<file path="src/hdl/mcpg_pkg.sv">
// Package for the motor command plausibility guard.
// Holds widths, register indexes, the configuration struct and the sequencer state type.
// No dependencies.
package mcpg_pkg;

   localparam int MaxMotors  = 8;
   localparam int CmdWidth   = 16;
   localparam int IdxWidth   = $clog2(MaxMotors);
   localparam int CountWidth = $clog2(MaxMotors + 1);
   localparam int SumWidth   = CmdWidth + IdxWidth;
   localparam int FracWidth  = 16;
   localparam int ProdWidth  = SumWidth + CmdWidth;
   localparam int DevWidth   = CmdWidth + CountWidth;
   localparam int ThrWidth   = DevWidth + FracWidth;
   localparam int TimeWidth  = 64;
   localparam int DelayWidth = 32;
   localparam int DataWidth  = 32;
   localparam int AddrWidth  = 5;
   localparam int RegIdxWidth = 3;
   localparam int OutIdxWidth = 3;

   localparam logic [RegIdxWidth-1:0] RegMitigationEnable = 3'd0;
   localparam logic [RegIdxWidth-1:0] RegMinArmedOutput   = 3'd1;
   localparam logic [RegIdxWidth-1:0] RegAsymmetryMinAbs  = 3'd2;
   localparam logic [RegIdxWidth-1:0] RegAsymmetryFrac    = 3'd3;
   localparam logic [RegIdxWidth-1:0] RegConfirmTime      = 3'd4;
   localparam logic [RegIdxWidth-1:0] RegRecoveryTime     = 3'd5;

   typedef struct packed {
      logic                  mitigation_enable;
      logic [CmdWidth-1:0]   min_armed_output;
      logic [CmdWidth-1:0]   asymmetry_min_abs;
      logic [FracWidth-1:0]  asymmetry_fraction;
      logic [DelayWidth-1:0] confirm_time_us;
      logic [DelayWidth-1:0] recovery_time_us;
   } cfg_type;

   typedef enum logic [3:0] {
      SEQ_IDLE,
      SEQ_NEAR,
      SEQ_FRAC,
      SEQ_FLOOR,
      SEQ_THR,
      SEQ_DEV_MUL,
      SEQ_DEV_CMP,
      SEQ_DEBOUNCE,
      SEQ_EMIT
   } seq_state_type;

endpackage

</file>
<file path="src/hdl/mcpg_csr.sv">
// Configuration registers of the plausibility guard behind an APB-style port.
// Depends on mcpg_pkg.
module mcpg_csr (
   input  logic                          clock,
   input  logic                          reset,
   input  logic                          psel,
   input  logic                          penable,
   input  logic                          pwrite,
   input  logic [mcpg_pkg::AddrWidth-1:0] paddr,
   input  logic [mcpg_pkg::DataWidth-1:0] pwdata,
   output logic [mcpg_pkg::DataWidth-1:0] prdata,
   output logic                          pready,
   output mcpg_pkg::cfg_type             cfg
);
   import mcpg_pkg::*;

   cfg_type                cfg_ff;
   cfg_type                cfg_in;
   logic [RegIdxWidth-1:0] reg_idx;
   logic                   wr_en;

   assign reg_idx = paddr[AddrWidth-1:2];
   assign wr_en   = psel & penable & pwrite;
   assign pready  = 1'b1;
   assign cfg     = cfg_ff;

   always_comb begin
      cfg_in = cfg_ff;
      if (wr_en) begin
         case (reg_idx)
            RegMitigationEnable: cfg_in.mitigation_enable  = pwdata[0];
            RegMinArmedOutput:   cfg_in.min_armed_output   = pwdata[CmdWidth-1:0];
            RegAsymmetryMinAbs:  cfg_in.asymmetry_min_abs  = pwdata[CmdWidth-1:0];
            RegAsymmetryFrac:    cfg_in.asymmetry_fraction = pwdata[FracWidth-1:0];
            RegConfirmTime:      cfg_in.confirm_time_us    = pwdata[DelayWidth-1:0];
            RegRecoveryTime:     cfg_in.recovery_time_us   = pwdata[DelayWidth-1:0];
            default: ;
         endcase
      end
   end

   always_comb begin
      case (reg_idx)
         RegMitigationEnable: prdata = DataWidth'(cfg_ff.mitigation_enable);
         RegMinArmedOutput:   prdata = DataWidth'(cfg_ff.min_armed_output);
         RegAsymmetryMinAbs:  prdata = DataWidth'(cfg_ff.asymmetry_min_abs);
         RegAsymmetryFrac:    prdata = DataWidth'(cfg_ff.asymmetry_fraction);
         RegConfirmTime:      prdata = DataWidth'(cfg_ff.confirm_time_us);
         RegRecoveryTime:     prdata = DataWidth'(cfg_ff.recovery_time_us);
         default:             prdata = '0;
      endcase
   end

   always_ff @(posedge clock) begin
      if (reset) begin
         cfg_ff.mitigation_enable  <= 1'b1;
         cfg_ff.min_armed_output   <= CmdWidth'(50);
         cfg_ff.asymmetry_min_abs  <= CmdWidth'(200);
         cfg_ff.asymmetry_fraction <= FracWidth'(32768);
         cfg_ff.confirm_time_us    <= DelayWidth'(100000);
         cfg_ff.recovery_time_us   <= DelayWidth'(1000000);
      end else begin
         cfg_ff <= cfg_in;
      end
   end

endmodule

</file>
<file path="src/hdl/mcpg_mul.sv">
// Shared multiplier of the plausibility guard with a registered product.
// Depends on mcpg_pkg.
module mcpg_mul (
   input  logic                          clock,
   input  logic [mcpg_pkg::SumWidth-1:0]  op_a,
   input  logic [mcpg_pkg::CmdWidth-1:0]  op_b,
   output logic [mcpg_pkg::ProdWidth-1:0] product
);
   import mcpg_pkg::*;

   logic [ProdWidth-1:0] product_ff;
   logic [ProdWidth-1:0] product_in;

   assign product_in = ProdWidth'(op_a) * ProdWidth'(op_b);
   assign product    = product_ff;

   always_ff @(posedge clock) begin
      product_ff <= product_in;
   end

endmodule

</file>
<file path="src/hdl/mcpg_debounce.sv">
// Timed debounce of the anomaly flag: confirm and recovery timers on microsecond time.
// Depends on mcpg_pkg.
module mcpg_debounce (
   input  logic                          clock,
   input  logic                          reset,
   input  logic                          update,
   input  logic                          anomaly,
   input  logic [mcpg_pkg::TimeWidth-1:0] now_us,
   input  mcpg_pkg::cfg_type             cfg,
   output logic                          flag_active
);
   import mcpg_pkg::*;

   logic                 flag_ff, flag_in;
   logic                 anom_pend_ff, anom_pend_in;
   logic                 rec_pend_ff, rec_pend_in;
   logic [TimeWidth-1:0] anom_since_ff, anom_since_in;
   logic [TimeWidth-1:0] rec_since_ff, rec_since_in;
   logic [TimeWidth-1:0] anom_start;
   logic [TimeWidth-1:0] anom_elapsed;
   logic [TimeWidth-1:0] rec_elapsed;

   assign anom_start   = anom_pend_ff ? anom_since_ff : now_us;
   assign anom_elapsed = now_us - anom_start;
   assign rec_elapsed  = now_us - rec_since_ff;
   assign flag_active  = flag_ff;

   always_comb begin
      flag_in       = flag_ff;
      anom_pend_in  = anom_pend_ff;
      rec_pend_in   = rec_pend_ff;
      anom_since_in = anom_since_ff;
      rec_since_in  = rec_since_ff;
      if (update) begin
         if (anomaly) begin
            rec_pend_in   = 1'b0;
            anom_pend_in  = 1'b1;
            anom_since_in = anom_start;
            if (!flag_ff && anom_elapsed >= TimeWidth'(cfg.confirm_time_us)) begin
               flag_in = 1'b1;
            end
         end else begin
            anom_pend_in = 1'b0;
            if (flag_ff) begin
               if (!rec_pend_ff) begin
                  rec_since_in = now_us;
                  rec_pend_in  = 1'b1;
               end else if (rec_elapsed >= TimeWidth'(cfg.recovery_time_us)) begin
                  flag_in     = 1'b0;
                  rec_pend_in = 1'b0;
               end
            end
         end
      end
   end

   always_ff @(posedge clock) begin
      if (reset) begin
         flag_ff       <= 1'b0;
         anom_pend_ff  <= 1'b0;
         rec_pend_ff   <= 1'b0;
         anom_since_ff <= '0;
         rec_since_ff  <= '0;
      end else begin
         flag_ff       <= flag_in;
         anom_pend_ff  <= anom_pend_in;
         rec_pend_ff   <= rec_pend_in;
         anom_since_ff <= anom_since_in;
         rec_since_ff  <= rec_since_in;
      end
   end

endmodule

</file>
<file path="src/hdl/motor_command_plausibility_guard_top.sv">
// Top level of the motor command plausibility guard: motor stores, sequencer, result port.
// Depends on mcpg_pkg, mcpg_csr, mcpg_mul and mcpg_debounce.
//
// Usage: present one transaction per active motor on the req_ ports with start high while
// busy is low. A transaction without req_last_motor is stored and busy stays low. Motors
// beyond eight are dropped, but a dropped last motor still ends the set. The transaction
// with req_last_motor raises busy. The sequencer then drives one shared multiplier: the
// states NEAR, FRAC, FLOOR and THR for the near-zero test and the threshold, DEV_MUL and
// DEV_CMP per motor for the deviation test (skipped when mitigation is off, the set is
// empty or the mean is near zero), and DEBOUNCE for the debounce update. Results for the
// n stored motors then follow back to back, each marked by rsp_valid, the last with
// rsp_last_result; busy falls after it.
// The receiver cannot stall: each result is present for exactly one cycle.
// Reset (synchronous, active high) loads the register defaults, empties the motor set
// and clears the debounced flag and its timers. Registers sit at byte address 4*i on the
// APB-style port; write them only while the block is idle (the block does not enforce it).
module motor_command_plausibility_guard_top (
   input  logic                             clock,
   input  logic                             reset,
   input  logic                             start,
   output logic                             busy,
   input  logic [mcpg_pkg::CmdWidth-1:0]    req_motor_command,
   input  logic [mcpg_pkg::CmdWidth-1:0]    req_legitimate_command,
   input  logic                             req_last_motor,
   input  logic                             req_vehicle_armed,
   input  logic                             req_vehicle_airborne,
   input  logic [mcpg_pkg::TimeWidth-1:0]   req_now_us,
   output logic                             rsp_valid,
   output logic [mcpg_pkg::OutIdxWidth-1:0] rsp_motor_index,
   output logic [mcpg_pkg::CmdWidth-1:0]    rsp_corrected_command,
   output logic                             rsp_last_result,
   output logic                             rsp_anomaly_now,
   output logic                             rsp_anomaly_active,
   input  logic                             psel,
   input  logic                             penable,
   input  logic                             pwrite,
   input  logic [mcpg_pkg::AddrWidth-1:0]   paddr,
   input  logic [mcpg_pkg::DataWidth-1:0]   pwdata,
   output logic [mcpg_pkg::DataWidth-1:0]   prdata,
   output logic                             pready
);
   import mcpg_pkg::*;

   cfg_type cfg;

   seq_state_type state_ff, state_in;

   logic [CmdWidth-1:0]   cmd_store_ff [MaxMotors];
   logic [CmdWidth-1:0]   legit_store_ff [MaxMotors];
   logic [SumWidth-1:0]   sum_ff, sum_in;
   logic [CountWidth-1:0] count_ff, count_in;
   logic [IdxWidth-1:0]   idx_ff, idx_in;
   logic [MaxMotors-1:0]  restore_ff, restore_in;
   logic                  anomaly_ff, anomaly_in;
   logic                  near_ff, near_in;
   logic [ThrWidth-1:0]   thr_ff, thr_in;
   logic                  armed_ff, airborne_ff;
   logic [TimeWidth-1:0]  now_ff;

   logic                  accept;
   logic                  store_en;
   logic                  idx_is_last;
   logic                  finish;
   logic [SumWidth-1:0]   mul_a;
   logic [CmdWidth-1:0]   mul_b;
   logic [ProdWidth-1:0]  product;
   logic                  deb_update;
   logic                  flag_active;
   logic [ThrWidth-1:0]   floor_s;
   logic [DevWidth-1:0]   scaled;
   logic [DevWidth-1:0]   sum_ext;
   logic [DevWidth-1:0]   dev;
   logic [CmdWidth-1:0]   cmd_rd_ff;
   logic [CmdWidth-1:0]   legit_rd_ff;

   mcpg_csr u_csr (
      .clock   (clock),
      .reset   (reset),
      .psel    (psel),
      .penable (penable),
      .pwrite  (pwrite),
      .paddr   (paddr),
      .pwdata  (pwdata),
      .prdata  (prdata),
      .pready  (pready),
      .cfg     (cfg)
   );

   mcpg_mul u_mul (
      .clock   (clock),
      .op_a    (mul_a),
      .op_b    (mul_b),
      .product (product)
   );

   mcpg_debounce u_debounce (
      .clock       (clock),
      .reset       (reset),
      .update      (deb_update),
      .anomaly     (anomaly_ff),
      .now_us      (now_ff),
      .cfg         (cfg),
      .flag_active (flag_active)
   );

   assign busy        = (state_ff != SEQ_IDLE);
   assign accept      = start & ~busy;
   assign store_en    = accept & (count_ff < CountWidth'(MaxMotors));
   assign idx_is_last = (CountWidth'(idx_ff) + CountWidth'(1)) == count_ff;
   assign floor_s     = {product[DevWidth-1:0], FracWidth'(0)};
   assign scaled      = product[DevWidth-1:0];
   assign sum_ext     = DevWidth'(sum_ff);
   assign dev         = (scaled >= sum_ext) ? (scaled - sum_ext) : (sum_ext - scaled);

   always_comb begin
      state_in = state_ff;
      case (state_ff)
         SEQ_IDLE:  if (accept && req_last_motor) state_in = SEQ_NEAR;
         SEQ_NEAR:  state_in = SEQ_FRAC;
         SEQ_FRAC:  state_in = SEQ_FLOOR;
         SEQ_FLOOR: state_in = SEQ_THR;
         SEQ_THR: begin
            if (!cfg.mitigation_enable || count_ff == '0 || near_ff) begin
               state_in = SEQ_DEBOUNCE;
            end else begin
               state_in = SEQ_DEV_MUL;
            end
         end
         SEQ_DEV_MUL: state_in = SEQ_DEV_CMP;
         SEQ_DEV_CMP: state_in = idx_is_last ? SEQ_DEBOUNCE : SEQ_DEV_MUL;
         SEQ_DEBOUNCE: state_in = (count_ff == '0) ? SEQ_IDLE : SEQ_EMIT;
         SEQ_EMIT:  if (idx_is_last) state_in = SEQ_IDLE;
         default:   state_in = SEQ_IDLE;
      endcase
   end

   always_comb begin
      mul_a      = SumWidth'(count_ff);
      mul_b      = cmd_rd_ff;
      deb_update = 1'b0;
      rsp_valid  = 1'b0;
      finish     = 1'b0;
      case (state_ff)
         SEQ_NEAR:  mul_b = cfg.min_armed_output;
         SEQ_FRAC: begin
            mul_a = sum_ff;
            mul_b = cfg.asymmetry_fraction;
         end
         SEQ_FLOOR: mul_b = cfg.asymmetry_min_abs;
         SEQ_DEBOUNCE: begin
            deb_update = 1'b1;
            finish     = (count_ff == '0);
         end
         SEQ_EMIT: begin
            rsp_valid = 1'b1;
            finish    = idx_is_last;
         end
         default: ;
      endcase
   end

   assign rsp_motor_index       = OutIdxWidth'(idx_ff);
   assign rsp_corrected_command = restore_ff[idx_ff] ? legit_rd_ff : cmd_rd_ff;
   assign rsp_last_result       = idx_is_last;
   assign rsp_anomaly_now       = anomaly_ff;
   assign rsp_anomaly_active    = flag_active;

   always_comb begin
      sum_in     = sum_ff;
      count_in   = count_ff;
      idx_in     = idx_ff;
      restore_in = restore_ff;
      anomaly_in = anomaly_ff;
      near_in    = near_ff;
      thr_in     = thr_ff;
      if (store_en) begin
         sum_in   = sum_ff + SumWidth'(req_motor_command);
         count_in = count_ff + CountWidth'(1);
      end
      case (state_ff)
         SEQ_IDLE: begin
            if (accept && req_last_motor) begin
               restore_in = '0;
               anomaly_in = 1'b0;
               idx_in     = '0;
            end
         end
         SEQ_FRAC:  near_in = ProdWidth'(sum_ff) < product;
         SEQ_FLOOR: thr_in  = ThrWidth'(product);
         SEQ_THR: begin
            if (floor_s > thr_ff) thr_in = floor_s;
            if (cfg.mitigation_enable && count_ff != '0 && near_ff
                && armed_ff && airborne_ff) begin
               restore_in = '1;
               anomaly_in = 1'b1;
            end
         end
         SEQ_DEV_CMP: begin
            if ({dev, FracWidth'(0)} > thr_ff) begin
               restore_in[idx_ff] = 1'b1;
               anomaly_in         = 1'b1;
            end
            idx_in = idx_is_last ? '0 : idx_ff + IdxWidth'(1);
         end
         SEQ_EMIT: idx_in = idx_ff + IdxWidth'(1);
         default: ;
      endcase
      if (finish) begin
         sum_in   = '0;
         count_in = '0;
         idx_in   = '0;
      end
   end

   always_ff @(posedge clock) begin
      if (reset) begin
         state_ff <= SEQ_IDLE;
         sum_ff   <= '0;
         count_ff <= '0;
         idx_ff   <= '0;
      end else begin
         state_ff <= state_in;
         sum_ff   <= sum_in;
         count_ff <= count_in;
         idx_ff   <= idx_in;
      end
   end

   always_ff @(posedge clock) begin
      restore_ff <= restore_in;
      anomaly_ff <= anomaly_in;
      near_ff    <= near_in;
      thr_ff     <= thr_in;
      if (store_en) begin
         cmd_store_ff[count_ff[IdxWidth-1:0]]   <= req_motor_command;
         legit_store_ff[count_ff[IdxWidth-1:0]] <= req_legitimate_command;
      end
      cmd_rd_ff   <= cmd_store_ff[idx_in];
      legit_rd_ff <= legit_store_ff[idx_in];
      if (accept && req_last_motor) begin
         armed_ff    <= req_vehicle_armed;
         airborne_ff <= req_vehicle_airborne;
         now_ff      <= req_now_us;
      end
   end

   assert property (@(posedge clock) disable iff (reset) rsp_valid |-> busy)
      else $error("result strobe outside a busy period");

   assert property (@(posedge clock) disable iff (reset)
      (start && !busy && !req_last_motor) |=> !busy)
      else $error("non-final transaction made the block busy");

   assert property (@(posedge clock) disable iff (reset)
      (rsp_valid && rsp_last_result) |=> (!busy && !rsp_valid))
      else $error("block stayed busy after the final result");

   assert property (@(posedge clock) disable iff (reset)
      (rsp_valid && !rsp_last_result) |=> rsp_valid)
      else $error("gap in the result burst");

endmodule
</file>
<file path="config.mk">
export PLATFORM = sky130hd
export DESIGN_NAME = motor_command_plausibility_guard_top
export DESIGN_NICKNAME = d
export VERILOG_FILES = /design/src/hdl/mcpg_pkg.sv /design/src/hdl/mcpg_csr.sv /design/src/hdl/mcpg_mul.sv /design/src/hdl/mcpg_debounce.sv /design/src/hdl/motor_command_plausibility_guard_top.sv
export SDC_FILE = /design/constraint.sdc
export NUM_CORES = 2
export LEC_CHECK = 0
export BUFFER_PORTS_ARGS = -buffer_cell sky130_fd_sc_hd__buf_2
export CELL_PAD_IN_SITES_DETAIL_PLACEMENT = 1
export CELL_PAD_IN_SITES_GLOBAL_PLACEMENT = 2
export CORE_MARGIN = 4
export CORE_UTILIZATION = 40
export DETAILED_ROUTE_END_ITERATION = 16
export PLACE_DENSITY = 0.79
export SYNTH_ARGS = -nofsm -noshare
export SYNTH_HDL_FRONTEND = slang
export SYNTH_SLANG_ARGS = --single-unit
</file>
<file path="constraint.sdc">
create_clock -name clock -period 9.31 [get_ports clock]
set_clock_uncertainty 0.05 [all_clocks]
set_input_delay 1.862 -clock clock [delete_from_list [all_inputs] [get_ports clock]]
set_output_delay 1.862 -clock clock [all_outputs]
set_load 0.005 [all_outputs]
</file>
**Word-level counts from Yosys, hierarchy flattened**

Memories as Yosys holds them, arrays and structs flattened. A register that Yosys moved wholly into a read port is not among the register bits.
Cells that the tools add are included.

- Flip-flop bits (word level): 421
- Memories kept: 2
- Word-level logic and storage cells: 147
- RAM bits: 256
- Output and inout port bits: 57

- $mul: 1
- Add/sub/neg operators: 8
- Order comparisons: 9
- Bitwise logic cells: 8
- Reductions and logical operators: 33
- Muxes and demuxes: 43
- Equal/unequal tests: 20

Memory list:

| name | depth | bits a word | rd ports | clocked after memory_dff | wr ports | line | text |
|---|---|---|---|---|---|---|---|
| cmd_store_ff | 8 | 16 | 1 | 1 | 1 | motor_command_plausibility_guard_top.sv:48 | `logic [CmdWidth-1:0] cmd_store_ff [MaxMotors];` |
| legit_store_ff | 8 | 16 | 1 | 1 | 1 | motor_command_plausibility_guard_top.sv:49 | `logic [CmdWidth-1:0] legit_store_ff [MaxMotors];` |

Operators by type and width:

| operator | count |
|---|---|
| $pmux 32 s6 | 1 |
| $ge 64x32->1 | 2 |
| $sub 64x64->64 | 2 |
| $gt 36x36->1 | 2 |
| $pmux 36 s2 | 1 |
| $mux 64 | 1 |
| $pmux 16 s3 | 1 |
| $mux 36 | 1 |
| $pmux 4 s9 | 1 |
| $lt 19x35->1 | 1 |
| $mul 19x16->35 | 1 |
| $mux 8 | 3 |
| $pmux 8 s3 | 1 |
| $reduce_and 2->1 | 11 |
| $ge 20x19->1 | 1 |
| $mux 20 | 1 |
| $sub 19x20->20 | 1 |
| $sub 20x19->20 | 1 |
| $add 19x16->19 | 1 |
| $mux 19 | 1 |
| $mux 1 | 17 |
| $eq 4x3->1 const B | 4 |
| $mux 16 | 1 |
| $mux 4 | 3 |
| other kinds (35) | 62 |

**Logic depth before layout (Yosys ltp)**

- Word-level depth: 7
- Mapped depth: 36

**By module**

Synthesis repeated with hierarchy kept, for this count alone.

- Cell total of the unflattened synthesis: 5749
- Area, all modules: 52858.2 um^2

By module, submodules not included:

| module | instances | area an instance (um^2) | cells each | sequential area each (um^2) |
|---|---|---|---|---|
| motor_command_plausibility_guard_top | 1 | 20490.9 | 1618 | 12291.8 |
| mcpg_debounce | 1 | 16205.5 | 2317 | 2622.5 |
| mcpg_mul | 1 | 10667.7 | 1191 | 700.7 |
| mcpg_csr | 1 | 5494.0 | 623 | 2262.2 |

**Least setup slack after synthesis**

No wires, ideal clock.

- Kind: register -> register
- Start: register state_ff[1]
- End: register u_mul.product_ff[34], in the netlist u_mul.product[34]
- Stages on the path, launching flop included: 32
- Library setup time: 0.072 ns
- Clock period less this slack: 7.936 ns
- Required time: 9.188 ns
- Setup slack: 1.374 ns
- Arrival: 7.814 ns
- Path through: dfxtp_1 -> clkbuf_1 -> buf_1 -> clkbuf_1 -> nand3_1 -> a21oi_1 -> clkbuf_1 -> nand2_1 -> fa_1 -> inv_1 -> fa_1 -> inv_1 -> fa_1 -> inv_1 -> fa_1 -> fa_1 -> inv_1 -> fa_1 -> inv_1 -> ha_1 -> or3_1 -> or3_1 -> a2bb2oi_1 -> o211ai_1 -> a31oi_1 -> a211oi_1 -> o21ai_0 -> a21oi_1 -> o21a_1 -> o21ai_0 -> a21oi_1 -> xnor2_1

- Cells in the longest elaborated chain, start to end: 3
- Elaborated cells between the ends (all ways): 6
- Classes of those cells: 1 x mul; 3 x eq/ne; 2 x mux

RTL lines:

| what | line | text |
|---|---|---|
| from (decl) | motor_command_plausibility_guard_top.sv:46 | `seq_state_type state_ff, state_in;` |
| from (signal assigned) | motor_command_plausibility_guard_top.sv:222 | `state_ff <= state_in;` |
| $eq 4x2->1 or $eq 4x1->1 (tied branches) | motor_command_plausibility_guard_top.sv:143 | `case (state_ff)` |
| $pmux 16 s3 or $mux 19 (tied branches) | motor_command_plausibility_guard_top.sv:143 |  |
| $mul 19x16->35 * | mcpg_mul.sv:14 | `assign product_in = ProdWidth'(op_a) * ProdWidth'(op_b);` |
| net u_mul.product_in[34] | mcpg_mul.sv:12 | `logic [ProdWidth-1:0] product_in;` |
| to (signal assigned) | mcpg_mul.sv:18 | `product_ff <= product_in;` |
| to (decl) | mcpg_mul.sv:11 | `logic [ProdWidth-1:0] product_ff;` |

The timed path passes the listed nets; every way through them passes the cells marked *.
A chain may end at the register's enable or synchronous reset.

**Final worst setup path**

- Start: register state_ff[2]
- End: register u_mul.product_ff[34], in the netlist u_mul.product[34]

Same word-level chain as after synthesis.

==> flow_summary_export.csv <==
group,metric,value,unit
outcome,status,"complete, no violations",
cts,clock_tree.buffer_depth,3,
route,first_pass_iters,5,
logic_synthesis,synth_fp_nets,6534,
critical_path,crit_path_start_kind,"flop",
sta,rsz0062_at_grt,"no",
cts,path_clk_slew,60,ps
sta,max_slew_margin,14.5,%
critical_path,critPathSlowestCell,"fa_1",
logic_synthesis,synth_area_leaders,"edfxtp_1 (22%), dfxtp_1 (13%), ha_1 (9.7%)",
flow_run,cap_violations,0,
logic_synthesis,ys_types,87,
critical_path,cp_max_fo,26,
route,route.vias.total,42800,
logic_synthesis,yosysTopAreaCellShare,21.7,%
placed_design,gp_congestion,0.918,
pwr,cellPowerDensity,246,nW/µm²
grt,grt_pass1_vias,44900,
cts,cts_buffers,83,
route,wl_per_cell,23.2,µm
die,initial_utilization,40.4,%
sta,worst_pin_slew,1270,ps
die,core_area,126000,µm²
critical_path,cp_slowest_stage_delay,580,ps
logic_synthesis,async_flop_share,0,%
cts,htree_levels,3,
route,detail-route-antenna-nets,0,
layout,syn2layout_area_growth,11.3,%
logic_synthesis,netlist_area,50900,µm²
cts,cts_hold_buf,0,
logic_synthesis,yosysWarnings,0,
critical_path,required,9930,ps
sta,fin_tns_setup,0,ps
logic_synthesis,syn_inst,5757,
grt,grt.overflow.total,0,
critical_path,critPathArrivalTime,9270,ps
critical_path,critPathBufInv,5,
grt,grt.total_usage,26.3,%
sta,hold_viol,0,
cts,cts_setup_buffers,0,
pwr,p_leak,0.0227,µW
critical_path,crit_type,"reg -> reg",
placed_design,hpwl,132000,µm
layout,drive_above_1_share,9.65,%
grt,grt_pass1_wl,270000,µm
layout,final_nets,6625,
logic_synthesis,yosys.area.top_type,"edfxtp_1",
cts,cts_tree,"built",
route,drt_iter0_drc,2431,
die,die_area,133000,µm²
layout,multi_input_area,30000,µm²
die,die_y,365,µm
cts,cts_resized,0,
hold_path,hold_class,"reg -> reg",
logic_synthesis,synth-main-ff-cell,"edfxtp_1",
layout,fillers,14600,
placed_design,portBuffers,195,
cts,cts.sinks,709,
cts,cts_root_buffer,"clkbuf_16",
sta,drv_slew,0,
logic_synthesis,syn_area_per_cell,8.84,µm²
die,rows,130,
route,wirelength,175000,µm
layout,seq_area,17900,µm²
logic_synthesis,synth-seq-cells,709,
critical_path,end_kind,"flop",
route,drc,0,
die,ios,199,
critical_path,path_common_cell,"fa_1",
pwr,power,13900,µW
critical_path,cp_top_family,"adder cells",
die,dieWidth,365,µm
grt,antenna_found_initial,6,
sta,min_period,8650,ps
pwr,ir_drop,0.000203,V
cts,clkLatencyLatePin,740,ps
logic_synthesis,synth_seq_area_share,35.1,%
route,via_per_inst,5.65,
sta,fmax,0.116,GHz
sta,fin_crit_sh,92.9,%
sta,setup_viol,0,
logic_synthesis,synth_edf_count,368,
grt,grt_max_degree,112,
==> cell usage after synthesis (all sizes together), types with 9 or more instances <==
cell type and count:
a21oi 427, or2 20, o221ai 12, o22ai 11, a31oi 40, o21a 49, xnor2 91, mux2i 125
a32o 9, or3 29, dfxtp 341, fa 241, a221oi 34, a211oi 96, ha 394, clkbuf 266
nand3b 9, nand3 197, nand4 74, buf 24, a21o 102, o21ai 202, o31ai 28, and2 42
a311oi 30, nand2 970, a221o 16, xor2 61, a21boi 20, nor3 73, nor2 416, o211ai 34
nand2b 39, or4 9, inv 540, nor2b 28, a2111oi 11, a31o 28, o21bai 33, and4 15
and3 26, nor4 33, edfxtp 368, mux2 43
==> stage by stage <==
stage          util [%]  instances  hold WS (ps)  area (µm²)  setup slack (ps)
3_5_place_dp       42.7       7413           400       53800               728
5_1_grt            45.0       7568           424       56600               214
4_1_cts            45.0       7567           409       56600               692
6_report           45.0       7569           405       56600               661
3_3_place_gp       42.7       7413           392       53800               739
2_1_floorplan         -       5757           386       50900              1370
==> layer usage <==
layer  global-route usage [%]  routed length (µm)  vias to the layer above
met5                        0                  15                        -
met4                     9.66                7340                        4
met3                     3.15                6620                      293
met2                     45.1               83700                      835
met1                     34.1               77700                    21400
li1                         -                   -                    20200
==> cell usage in the layout, fill, tap and decap left out, drive strengths merged, types with 34 or more instances in the layout <==
cell type	count
inv	543
o21ai	202
ha	394
xor2	61
mux2i	125
a211oi	96
o21a	49
nand4	74
nor2	416
dfxtp	341
nand3	197
o211ai	34
nand2	970
and2	42
edfxtp	368
a221oi	34
nor3	73
a31oi	40
fa	241
nand2b	39
buf	295
xnor2	91
mux2	43
clkbuf	111
a21o	102
a21oi	427
==> cell families (layout without fill, tap and decap cells) <==
logic type	count (synthesis)	after routing	share of synthesized area, %
AO/OA/AOI/OAI	1261	1261	16.2
flip-flops	709	709	35.1
multiplexers	168	168	3.41
AND/OR/NAND/NOR	2000	2000	17.3
adder cells (fa/ha/maj)	635	635	19.2
other	1	3	0.00737
buffers and inverters	831	991	6.14
XOR/XNOR	152	152	2.62
==> worst register-to-register path: cells and delay by family, from the launching register on <==
family          cells  cell delay [ps]
fa+ha+maj           7             3390
xor+xnor            1              130
compound gates      9             1880
flops               1              330
simple gates        6             2080
buf+inv             5              750
==> registers in the layout, indices dropped and copies added, names as in the netlist, 35 cells and up <==
name	count
u_csr.cfg	113
now_ff	64
u_mul.product	35
u_debounce.rec_since_ff	64
thr_ff	36
legit_store_ff	128
u_debounce.anom_since_ff	64
cmd_store_ff	128
==> layout make-up <==
| type | count | area share [%] |
|---|---|---|
| timing repair buffer | 296 | 3.08 |
| inverter | 541 | 3.59 |
| clock buffer | 110 | 4.10 |
| sequential | 709 | 31.6 |
| multi-input combinational | 4217 | 53.0 |
| tap | 1650 | 3.65 |
| clock inverter | 44 | 0.981 |
| antenna | 2 | 0.00884 |
==> final timing paths <==
| check | to | slack [ps] | start | cells after the start |
|---|---|---|---|---|
| setup reg to reg | u_mul.product[34]$_DFF_P_ | 660 | state_ff[2]$_SDFFE_PP0P_ | 28 |
| hold / removal | u_debounce.rec_since_ff[60]$_SDFFE_PP0P_ | 410 | u_debounce.rec_since_ff[60]$_SDFFE_PP0P_ | 2 |
| hold reg to reg | u_debounce.rec_since_ff[60]$_SDFFE_PP0P_ | 410 | u_debounce.rec_since_ff[60]$_SDFFE_PP0P_ | 2 |
| setup / recovery | u_mul.product[34]$_DFF_P_ | 660 | state_ff[2]$_SDFFE_PP0P_ | 28 |
==> where the power goes <==
part           leakage (µW)  switching [µW]  internal, µW  total [µW]
Sequential          0.00612             326          3630        3950
Combinational        0.0152            4190          2380        6570
Clock               0.00139            1480          1950        3430
No activity file was read; power rests on OpenSTA's default activity.
